==> src/rtl/sm3_pkg.sv <==
// SM3 package: shared types, constants and round helpers.
// No dependencies.
package sm3_pkg;

  localparam int unsigned QueueDepth = 4;
  localparam int unsigned MsgWords = 16;

  localparam logic [31:0] T_LO = 32'h79CC4519;
  localparam logic [31:0] T_HI = 32'h7A879D8A;
  localparam logic [7:0] PAD_BYTE = 8'h80;

  localparam logic [255:0] IV = {
    32'h7380166F, 32'h4914B2B9, 32'h172442D7, 32'hDA8A0600,
    32'hA96F30BC, 32'h163138AA, 32'hE38DEE4D, 32'hB0FB0E4E
  };

  typedef enum logic [0:0] {
    OP_ABSORB = 1'b0,
    OP_FINISH = 1'b1
  } op_t;

  // Queue entry: a byte to store, with markers for block end and digest request.
  typedef struct packed {
    logic [7:0] data;
    logic       blk_end;   // byte completes a block: compress after it
    logic       emit;      // after compress, emit the digest and reset
  } qent_t;

  typedef enum logic [1:0] {
    B_FILL = 2'd0,
    B_COMP = 2'd1,
    B_EMIT = 2'd2
  } bstate_t;

  typedef enum logic [1:0] {
    F_IDLE = 2'd0,
    F_PAD  = 2'd1,
    F_LEN  = 2'd2
  } fstate_t;

  function automatic logic [31:0] rol(input logic [31:0] x, input logic [4:0] n);
    logic [63:0] d;
    d = {x, x} << n;
    return d[63:32];
  endfunction

  function automatic logic [31:0] p0(input logic [31:0] x);
    return x ^ rol(x, 5'd9) ^ rol(x, 5'd17);
  endfunction

  function automatic logic [31:0] p1(input logic [31:0] x);
    return x ^ rol(x, 5'd15) ^ rol(x, 5'd23);
  endfunction

endpackage

==> src/rtl/sm3_if.sv <==
// Valid/ready channel interfaces for the SM3 block.
// Depends on nothing.
interface sm3_in_if;
  logic       valid;
  logic       ready;
  logic       operation;
  logic [7:0] data_byte;
  modport source (output valid, operation, data_byte, input ready);
  modport sink (input valid, operation, data_byte, output ready);
endinterface

interface sm3_out_if;
  logic        valid;
  logic        ready;
  logic [31:0] digest_word;
  logic        word_last;
  modport source (output valid, digest_word, word_last, input ready);
  modport sink (input valid, digest_word, word_last, output ready);
endinterface

==> src/rtl/sm3_front.sv <==
// SM3 front end: takes transactions, generates padding bytes and length.
// Depends on sm3_pkg.
module sm3_front import sm3_pkg::*; (
  input  logic       clk,
  input  logic       rst_n,
  input  logic       in_valid,
  output logic       in_ready,
  input  logic       in_operation,
  input  logic [7:0] in_data_byte,
  output logic       q_valid,
  input  logic       q_ready,
  output qent_t      q_data
);

  fstate_t     st_r, st_nxt;
  logic [5:0]  fill_r, fill_nxt;
  logic [63:0] bits_r, bits_nxt;
  logic [2:0]  lidx_r, lidx_nxt;

  always_ff @(posedge clk) begin
    if (!rst_n) begin
      st_r   <= F_IDLE;
      fill_r <= '0;
      bits_r <= '0;
      lidx_r <= '0;
    end else begin
      st_r   <= st_nxt;
      fill_r <= fill_nxt;
      bits_r <= bits_nxt;
      lidx_r <= lidx_nxt;
    end
  end

  always_comb begin
    st_nxt   = st_r;
    fill_nxt = fill_r;
    bits_nxt = bits_r;
    lidx_nxt = lidx_r;
    in_ready = 1'b0;
    q_valid  = 1'b0;
    q_data   = '0;
    case (st_r)
      F_IDLE: begin
        in_ready = q_ready;
        q_valid  = in_valid;
        if (op_t'(in_operation) == OP_ABSORB) begin
          q_data.data    = in_data_byte;
          q_data.blk_end = (fill_r == 6'd63);
        end else begin
          q_data.data    = PAD_BYTE;
          q_data.blk_end = (fill_r == 6'd63);
        end
        if (in_valid && q_ready) begin
          fill_nxt = fill_r + 6'd1;
          bits_nxt = bits_r + 64'd8;
          if (op_t'(in_operation) == OP_FINISH) begin
            bits_nxt = bits_r;
            st_nxt   = (fill_r == 6'd55) ? F_LEN : F_PAD;
            lidx_nxt = '0;
          end
        end
      end
      F_PAD: begin
        q_valid        = 1'b1;
        q_data.data    = 8'h00;
        q_data.blk_end = (fill_r == 6'd63);
        if (q_ready) begin
          fill_nxt = fill_r + 6'd1;
          if (fill_r == 6'd55) st_nxt = F_LEN;
        end
      end
      F_LEN: begin
        q_valid        = 1'b1;
        q_data.data    = bits_r[8*(7-lidx_r) +: 8];
        q_data.blk_end = (lidx_r == 3'd7);
        q_data.emit    = (lidx_r == 3'd7);
        if (q_ready) begin
          lidx_nxt = lidx_r + 3'd1;
          if (lidx_r == 3'd7) begin
            st_nxt   = F_IDLE;
            fill_nxt = '0;
            bits_nxt = '0;
          end
        end
      end
      default: st_nxt = F_IDLE;
    endcase
  end

endmodule

==> src/rtl/sm3_queue.sv <==
// Small FIFO between the SM3 front and back ends.
// Depends on sm3_pkg.
module sm3_queue import sm3_pkg::*; #(
  parameter int unsigned DEPTH = QueueDepth
) (
  input  logic  clk,
  input  logic  rst_n,
  input  logic  wr_valid,
  output logic  wr_ready,
  input  qent_t wr_data,
  output logic  rd_valid,
  input  logic  rd_ready,
  output qent_t rd_data
);
  localparam int unsigned AW = (DEPTH > 1) ? $clog2(DEPTH) : 1;

  qent_t mem_r [DEPTH];
  logic [AW:0]   cnt_r, cnt_nxt;
  logic [AW-1:0] wp_r, rp_r;
  logic wr_go, rd_go;

  assign wr_ready = (cnt_r != (AW+1)'(DEPTH));
  assign rd_valid = (cnt_r != '0);
  assign rd_data  = mem_r[rp_r];
  assign wr_go    = wr_valid && wr_ready;
  assign rd_go    = rd_valid && rd_ready;

  always_comb begin
    cnt_nxt = cnt_r;
    if (wr_go && !rd_go) cnt_nxt = cnt_r + 1'b1;
    if (rd_go && !wr_go) cnt_nxt = cnt_r - 1'b1;
  end

  always_ff @(posedge clk) begin
    if (!rst_n) begin
      cnt_r <= '0;
      wp_r  <= '0;
      rp_r  <= '0;
    end else begin
      cnt_r <= cnt_nxt;
      if (wr_go) wp_r <= (wp_r == AW'(DEPTH - 1)) ? '0 : wp_r + 1'b1;
      if (rd_go) rp_r <= (rp_r == AW'(DEPTH - 1)) ? '0 : rp_r + 1'b1;
    end
  end

  always_ff @(posedge clk) begin
    if (wr_go) mem_r[wp_r] <= wr_data;
  end

endmodule

==> src/rtl/sm3_back.sv <==
// SM3 back end: block word buffer, message expansion window, 64 rounds,
// chaining value and digest output. Depends on sm3_pkg.
module sm3_back import sm3_pkg::*; (
  input  logic        clk,
  input  logic        rst_n,
  input  logic        q_valid,
  output logic        q_ready,
  input  qent_t       q_data,
  output logic        out_valid,
  input  logic        out_ready,
  output logic [31:0] out_digest_word,
  output logic        out_word_last
);

  bstate_t     st_r, st_nxt;
  logic [31:0] w_r [MsgWords];      // sliding window w[j..j+15]
  logic [31:0] w_nxt [MsgWords];
  logic [1:0]  bpos_r, bpos_nxt;
  logic [23:0] part_r, part_nxt;
  logic [3:0]  widx_r, widx_nxt;
  logic [5:0]  rnd_r, rnd_nxt;
  logic        emit_r, emit_nxt;
  logic [2:0]  oidx_r, oidx_nxt;
  logic [255:0] cv_r, cv_nxt;
  logic [31:0] a_r, b_r, c_r, d_r, e_r, f_r, g_r, h_r;
  logic [31:0] a_n, b_n, c_n, d_n, e_n, f_n, g_n, h_n;
  logic [31:0] wnew, tj, a12, ss1, ss2, ff, gg, tt1, tt2;
  logic        load_abcd;

  // Round j uses w_r[0] (w[j]) and w_r[4] (w[j+4]); shift adds w[j+16].
  always_comb begin
    wnew = p1(w_r[0] ^ w_r[7] ^ rol(w_r[13], 5'd15)) ^ rol(w_r[3], 5'd7) ^ w_r[10];
    tj   = (rnd_r < 6'd16) ? T_LO : T_HI;
    a12  = rol(a_r, 5'd12);
    ss1  = rol(a12 + e_r + rol(tj, rnd_r[4:0]), 5'd7);
    ss2  = ss1 ^ a12;
    if (rnd_r < 6'd16) begin
      ff = a_r ^ b_r ^ c_r;
      gg = e_r ^ f_r ^ g_r;
    end else begin
      ff = (a_r & b_r) | (a_r & c_r) | (b_r & c_r);
      gg = (e_r & f_r) | (~e_r & g_r);
    end
    tt1 = ff + d_r + ss2 + (w_r[0] ^ w_r[4]);
    tt2 = gg + h_r + ss1 + w_r[0];
  end

  always_comb begin
    st_nxt = st_r;
    bpos_nxt = bpos_r; part_nxt = part_r; widx_nxt = widx_r;
    rnd_nxt = rnd_r; emit_nxt = emit_r; oidx_nxt = oidx_r; cv_nxt = cv_r;
    for (int i = 0; i < MsgWords; i++) w_nxt[i] = w_r[i];
    a_n = a_r; b_n = b_r; c_n = c_r; d_n = d_r;
    e_n = e_r; f_n = f_r; g_n = g_r; h_n = h_r;
    load_abcd = 1'b0;
    q_ready = 1'b0;
    out_valid = 1'b0;
    out_digest_word = cv_r[32*(7-oidx_r) +: 32];
    out_word_last = (oidx_r == 3'd7);
    case (st_r)
      B_FILL: begin
        q_ready = 1'b1;
        if (q_valid) begin
          bpos_nxt = bpos_r + 2'd1;
          if (bpos_r == 2'd3) begin
            w_nxt[widx_r] = {part_r, q_data.data};
            widx_nxt = widx_r + 4'd1;
          end else begin
            part_nxt = {part_r[15:0], q_data.data};
          end
          if (q_data.blk_end) begin
            st_nxt = B_COMP;
            rnd_nxt = '0;
            emit_nxt = q_data.emit;
            load_abcd = 1'b1;
          end
        end
      end
      B_COMP: begin
        for (int i = 0; i < MsgWords - 1; i++) w_nxt[i] = w_r[i+1];
        w_nxt[MsgWords-1] = wnew;
        d_n = c_r; c_n = rol(b_r, 5'd9); b_n = a_r; a_n = tt1;
        h_n = g_r; g_n = rol(f_r, 5'd19); f_n = e_r; e_n = p0(tt2);
        rnd_nxt = rnd_r + 6'd1;
        if (rnd_r == 6'd63) begin
          cv_nxt = cv_r ^ {tt1, a_r, rol(b_r, 5'd9), c_r, p0(tt2), e_r,
                           rol(f_r, 5'd19), g_r};
          widx_nxt = '0;
          oidx_nxt = '0;
          st_nxt = emit_r ? B_EMIT : B_FILL;
        end
      end
      B_EMIT: begin
        out_valid = 1'b1;
        if (out_ready) begin
          oidx_nxt = oidx_r + 3'd1;
          if (oidx_r == 3'd7) begin
            cv_nxt = IV;
            st_nxt = B_FILL;
          end
        end
      end
      default: st_nxt = B_FILL;
    endcase
    if (load_abcd) begin
      {a_n, b_n, c_n, d_n, e_n, f_n, g_n, h_n} = cv_r;
    end
  end

  always_ff @(posedge clk) begin
    if (!rst_n) begin
      st_r <= B_FILL;
      bpos_r <= '0;
      widx_r <= '0;
      rnd_r <= '0;
      emit_r <= 1'b0;
      oidx_r <= '0;
      cv_r <= IV;
    end else begin
      st_r <= st_nxt;
      bpos_r <= bpos_nxt;
      widx_r <= widx_nxt;
      rnd_r <= rnd_nxt;
      emit_r <= emit_nxt;
      oidx_r <= oidx_nxt;
      cv_r <= cv_nxt;
    end
  end

  always_ff @(posedge clk) begin
    part_r <= part_nxt;
    for (int i = 0; i < MsgWords; i++) w_r[i] <= w_nxt[i];
    a_r <= a_n; b_r <= b_n; c_r <= c_n; d_r <= d_n;
    e_r <= e_n; f_r <= f_n; g_r <= g_n; h_r <= h_n;
  end

endmodule

==> src/rtl/sm3_hash.sv <==
// SM3 hash top level: front end, byte queue and compression back end.
// Depends on sm3_pkg, sm3_if, sm3_front, sm3_queue, sm3_back.
//
// Absorb transactions append one byte; a finish transaction pads the message
// and returns eight digest words, word 0 first, word_last on the eighth, then
// the block returns to the initial vector. Each completed 64-byte block holds
// the back end for its 64 rounds (one round per cycle on the shared round
// unit), during which the queue of QUEUE_DEPTH entries keeps taking bytes
// until full. Finish expands into padding bytes generated at one per cycle
// while the queue has room (up to 72 bytes when a second block is needed),
// then one compression per block, then eight output transactions.
module sm3_hash import sm3_pkg::*; #(
  parameter int unsigned QUEUE_DEPTH = QueueDepth
) (
  input logic clk,
  input logic rst_n,
  sm3_in_if.sink    in_ch,
  sm3_out_if.source out_ch
);

  logic  qi_valid, qi_ready, qo_valid, qo_ready;
  qent_t qi_data, qo_data;

  sm3_front u_front (
    .clk, .rst_n,
    .in_valid(in_ch.valid), .in_ready(in_ch.ready),
    .in_operation(in_ch.operation), .in_data_byte(in_ch.data_byte),
    .q_valid(qi_valid), .q_ready(qi_ready), .q_data(qi_data)
  );

  sm3_queue #(.DEPTH(QUEUE_DEPTH)) u_queue (
    .clk, .rst_n,
    .wr_valid(qi_valid), .wr_ready(qi_ready), .wr_data(qi_data),
    .rd_valid(qo_valid), .rd_ready(qo_ready), .rd_data(qo_data)
  );

  sm3_back u_back (
    .clk, .rst_n,
    .q_valid(qo_valid), .q_ready(qo_ready), .q_data(qo_data),
    .out_valid(out_ch.valid), .out_ready(out_ch.ready),
    .out_digest_word(out_ch.digest_word), .out_word_last(out_ch.word_last)
  );

endmodule

==> src/flat_wrapper.sv <==
// flat-port wrapper written by rule: the top's interface ports become plain ports
module sm3_hash_flat import sm3_pkg::*;
#(
  parameter int unsigned QUEUE_DEPTH = QueueDepth
)
  (clk, rst_n, in_ch_valid, in_ch_operation, in_ch_data_byte, in_ch_ready, out_ch_valid, out_ch_digest_word, out_ch_word_last, out_ch_ready);
  sm3_in_if in_ch_i ();
  sm3_out_if out_ch_i ();
  input logic clk;
  input logic rst_n;
  input wire logic [$bits(in_ch_i.valid)-1:0] in_ch_valid;
  input wire logic [$bits(in_ch_i.operation)-1:0] in_ch_operation;
  input wire logic [$bits(in_ch_i.data_byte)-1:0] in_ch_data_byte;
  output wire logic [$bits(in_ch_i.ready)-1:0] in_ch_ready;
  output wire logic [$bits(out_ch_i.valid)-1:0] out_ch_valid;
  output wire logic [$bits(out_ch_i.digest_word)-1:0] out_ch_digest_word;
  output wire logic [$bits(out_ch_i.word_last)-1:0] out_ch_word_last;
  input wire logic [$bits(out_ch_i.ready)-1:0] out_ch_ready;
  assign in_ch_i.valid = in_ch_valid;
  assign in_ch_i.operation = in_ch_operation;
  assign in_ch_i.data_byte = in_ch_data_byte;
  assign in_ch_ready = in_ch_i.ready;
  assign out_ch_valid = out_ch_i.valid;
  assign out_ch_digest_word = out_ch_i.digest_word;
  assign out_ch_word_last = out_ch_i.word_last;
  assign out_ch_i.ready = out_ch_ready;
  sm3_hash #(.QUEUE_DEPTH(QUEUE_DEPTH)) u_core (.clk(clk), .rst_n(rst_n), .in_ch(in_ch_i), .out_ch(out_ch_i));
endmodule
==> config.mk <==
export PLATFORM = sky130hd
export DESIGN_NAME = sm3_hash_flat
export DESIGN_NICKNAME = d
export VERILOG_FILES = /design/src/rtl/sm3_pkg.sv /design/src/rtl/sm3_if.sv /design/src/rtl/sm3_front.sv /design/src/rtl/sm3_queue.sv /design/src/rtl/sm3_back.sv /design/src/rtl/sm3_hash.sv /design/src/flat_wrapper.sv
export SDC_FILE = /design/constraint.sdc
export NUM_CORES = 2
export LEC_CHECK = 0
export ABC_AREA = 1
export BUFFER_PORTS_ARGS = -buffer_cell sky130_fd_sc_hd__buf_4
export CAP_MARGIN = 0
export CORE_MARGIN = 2
export CORE_UTILIZATION = 65
export CTS_BUF_LIST = sky130_fd_sc_hd__clkbuf_8
export CTS_CLUSTER_SIZE = 24
export DETAILED_ROUTE_END_ITERATION = 10
export PLACE_DENSITY = 0.81
export SLEW_MARGIN = 30
export SYNTH_ARGS = -nofsm -noshare
export SYNTH_HDL_FRONTEND = slang
export SYNTH_SLANG_ARGS = --single-unit
==> constraint.sdc <==
create_clock -name clk -period 22.6 [get_ports clk]
set_clock_uncertainty 0.15 [all_clocks]
set_input_delay 2.26 -clock clk [delete_from_list [all_inputs] [get_ports clk]]
set_output_delay 2.26 -clock clk [all_outputs]
set_load 0.01 [all_outputs]
==> impl_metrics.json <==
{
  "antenna_found_initial": 9,
  "synth_edf_count": 832,
  "drc": 0,
  "path_common_cell": "nand2_1",
  "cts_htree_levels": 4,
  "ctsResizeCount": 0,
  "netlist_instances": 7867,
  "slowest_stage": "xor2_1",
  "gp_congestion": 1.037,
  "synth_nets": 8189,
  "num_vias": 59970,
  "drv_cap": 0,
  "finalWirelength_mm": 246.3,
  "synthArstFlopShare_pct": 0,
  "area_delta_synth_final_pct": 8.030,
  "setup_tns_ps": 0,
  "cts_root_buf": "clkbuf_8",
  "synth.distinct_cells": 62,
  "fp.coreArea_um2": 102000,
  "cts_num_sinks": 1187,
  "worstPathRequired_ps": 23190,
  "startpoint_type": "flop",
  "pin_count": 48,
  "dp_hpwl_mm": 178.6,
  "path_delay_family": "adder cells",
  "path_buf_inv": 6,
  "fmax_mhz": 97.95,
  "final_common_cell": "nand2_1",
  "ys_seq_area_share_pct": 47.85,
  "dpl.cell_count": 8998,
  "firstDrtPassIters": 9,
  "drive_above_1_share_pct": 5.888,
  "initial_utilization_pct": 65.73,
  "hold_violations": 0,
  "via_per_inst": 6.411,
  "final_cell_mix": "nand2_1, o21ai_0, inv_1",
  "crit_fanout": 39,
  "outcome": "finished clean",
  "overflow": 0,
  "first_global_vias": 55360,
  "min_period_ps": 10210,
  "avgRoutedWirePerCell_um": 26.33,
  "io_buffers": 47,
  "rows": 117,
  "syn_area_per_cell_um2": 8.525,
  "synth_seq_cells": 1187,
  "post_cts_buffers": 0,
  "cts_hold_buffers": 0,
  "cts_tree": "built",
  "end_kind": "flop",
  "hold_ws_ps": 287.3,
  "synthFlopType": "edfxtp_1",
  "dieArea_um2": 105800,
  "max-slew-margin-rel_pct": 14.03,
  "worstMarginPinSlew_ps": 1290,
  "die_x_um": 325.2,
  "cp.arrival_ps": 10800,
  "syn_area_um2": 67070,
  "numCtsBuffers": 190,
  "chipHeight_um": 325.2,
  "cts_buffer_depth": 3,
  "finalMaxSlewViolations": 0,
  "drtIter0Drc": 10220,
  "insertion_delay_ps": 900,
  "crit_type": "reg -> reg",
  "grt_pass1_wl_mm": 355.1,
  "clk_pin_slew_ps": 60,
  "fin_nets": 8149,
  "rsz0062_at_grt": "no",
  "gr-usage-all-layers_pct": 45.57,
  "yosys_warnings": 0,
  "setup_viol": 0,
  "slowest_delay_ps": 700,
  "hold_class": "reg -> reg",
  "finalCritPeriodShare_pct": 45.17,
  "ant_nets": 0,
  "grt_max_degree": 222,
  "fin_cells": 9354
}
-- stage by stage --
step           utilization (%)  cell area (um2)  setup WS, ps
4_1_cts                  70.88            72320         12800
2_1_floorplan                -            67070         14850
5_1_grt                  71.01            72450         11950
3_5_place_dp             67.31            68680         12800
3_3_place_gp             67.14            68510         12940
6_report                 71.01            72450         12390
-- layout make-up --
cell class / instances / area [um2]
multi-input combinational: 5434 / 30550
tap: 1368 / 1712
inverter: 883 / 3331
fill: 7683 / 29580
clock buffer: 211 / 2904
clock inverter: 137 / 744.5
antenna: 3 / 7.507
sequential: 1187 / 32090
timing repair buffer: 131 / 1114
-- logic make-up (layout without fill, tap and decap cells) --
kind of cell               count (synthesis)  after routing  synth area share [%]
and+or+nand+nor                         2793           2793                 17.03
xor gates and xnor gates                 329            329                 4.338
adders and majority gates                309            309                 7.880
other                                      0              3                     0
AOI/OAI and AO/OA                       1983           1983                 15.49
buffers and inverters                   1246           1362                 7.119
DFF                                     1187           1187                 47.85
muxes                                     20             20                0.2985
-- cell usage after synthesis, types with 9 or more instances --
library cell	count	area, um2
a211oi_1	14	105.1
xor2_1	246	2155
nor3_1	60	300.3
buf_4	9	67.56
o21ai_0	1289	6451
o21a_1	15	112.6
nor4_1	13	81.33
a221oi_1	32	280.3
buf_2	51	255.2
o21bai_1	10	75.07
buf_1	29	108.9
o22ai_1	16	100.1
mux2i_1	20	200.2
nand2_1	1938	7274
fa_1	189	3784
nand3_1	382	1912
inv_2	11	41.29
xnor2_1	81	709.4
nand4_1	53	331.6
dfxtp_1	355	7107
inv_1	866	3251
clkbuf_1	274	1028
ha_1	120	1501
a21oi_1	485	2427
a31oi_1	82	513.0
or2_2	10	62.56
nor2_1	298	1119
edfxtp_1	832	24980
-- final timing paths --
path | from | end | slack (ps) | cells past startpoint
worst max-delay path | u_core.u_back.rnd_r[4] | u_core.u_back.cv_r[115] | 12390 | 41
worst max register to register | u_core.u_back.rnd_r[4] | u_core.u_back.cv_r[115] | 12390 | 41
worst min-delay path | u_core.u_back.cv_r[203] | u_core.u_back.cv_r[203] | 290 | 1
worst min register to register | u_core.u_back.cv_r[203] | u_core.u_back.cv_r[203] | 290 | 1
-- worst reg2reg max path: cells and delay by family (launching register included) --
kind	cells	cell delay, ps
adders and majority gates	6	2750
buffers and inverters	6	1520
AOI/OAI and AO/OA	6	1600
and+or+nand+nor	20	2270
DFF	1	300
muxes	1	150
xor gates and xnor gates	2	1350
-- per-layer routing --
layer	wire, um	global-route usage, %	share of wire [%]
met1	91000	62.43	37
met2	103200	65.74	42
met3	35560	12.46	14
met5	73	0	0.030
met4	16420	25.44	6.7
-- registers in the layout (all words and copies together), names as in the netlist, 24 cells and up, named ones only --
register	flops
u_core.u_back.h_r	32
u_core.u_back.f_r	32
u_core.u_back.e_r	32
u_core.u_back.a_r	32
u_core.u_front.bits_r	61
u_core.u_queue.mem_r	40
u_core.u_back.c_r	32
u_core.u_back.g_r	32
u_core.u_back.d_r	32
u_core.u_back.part_r	24
u_core.u_back.w_r	512
u_core.u_back.cv_r	256
u_core.u_back.b_r	32
Power is not shown: default switching activity piles up to over one toggle a cycle in this logic, so the estimate is an artifact.
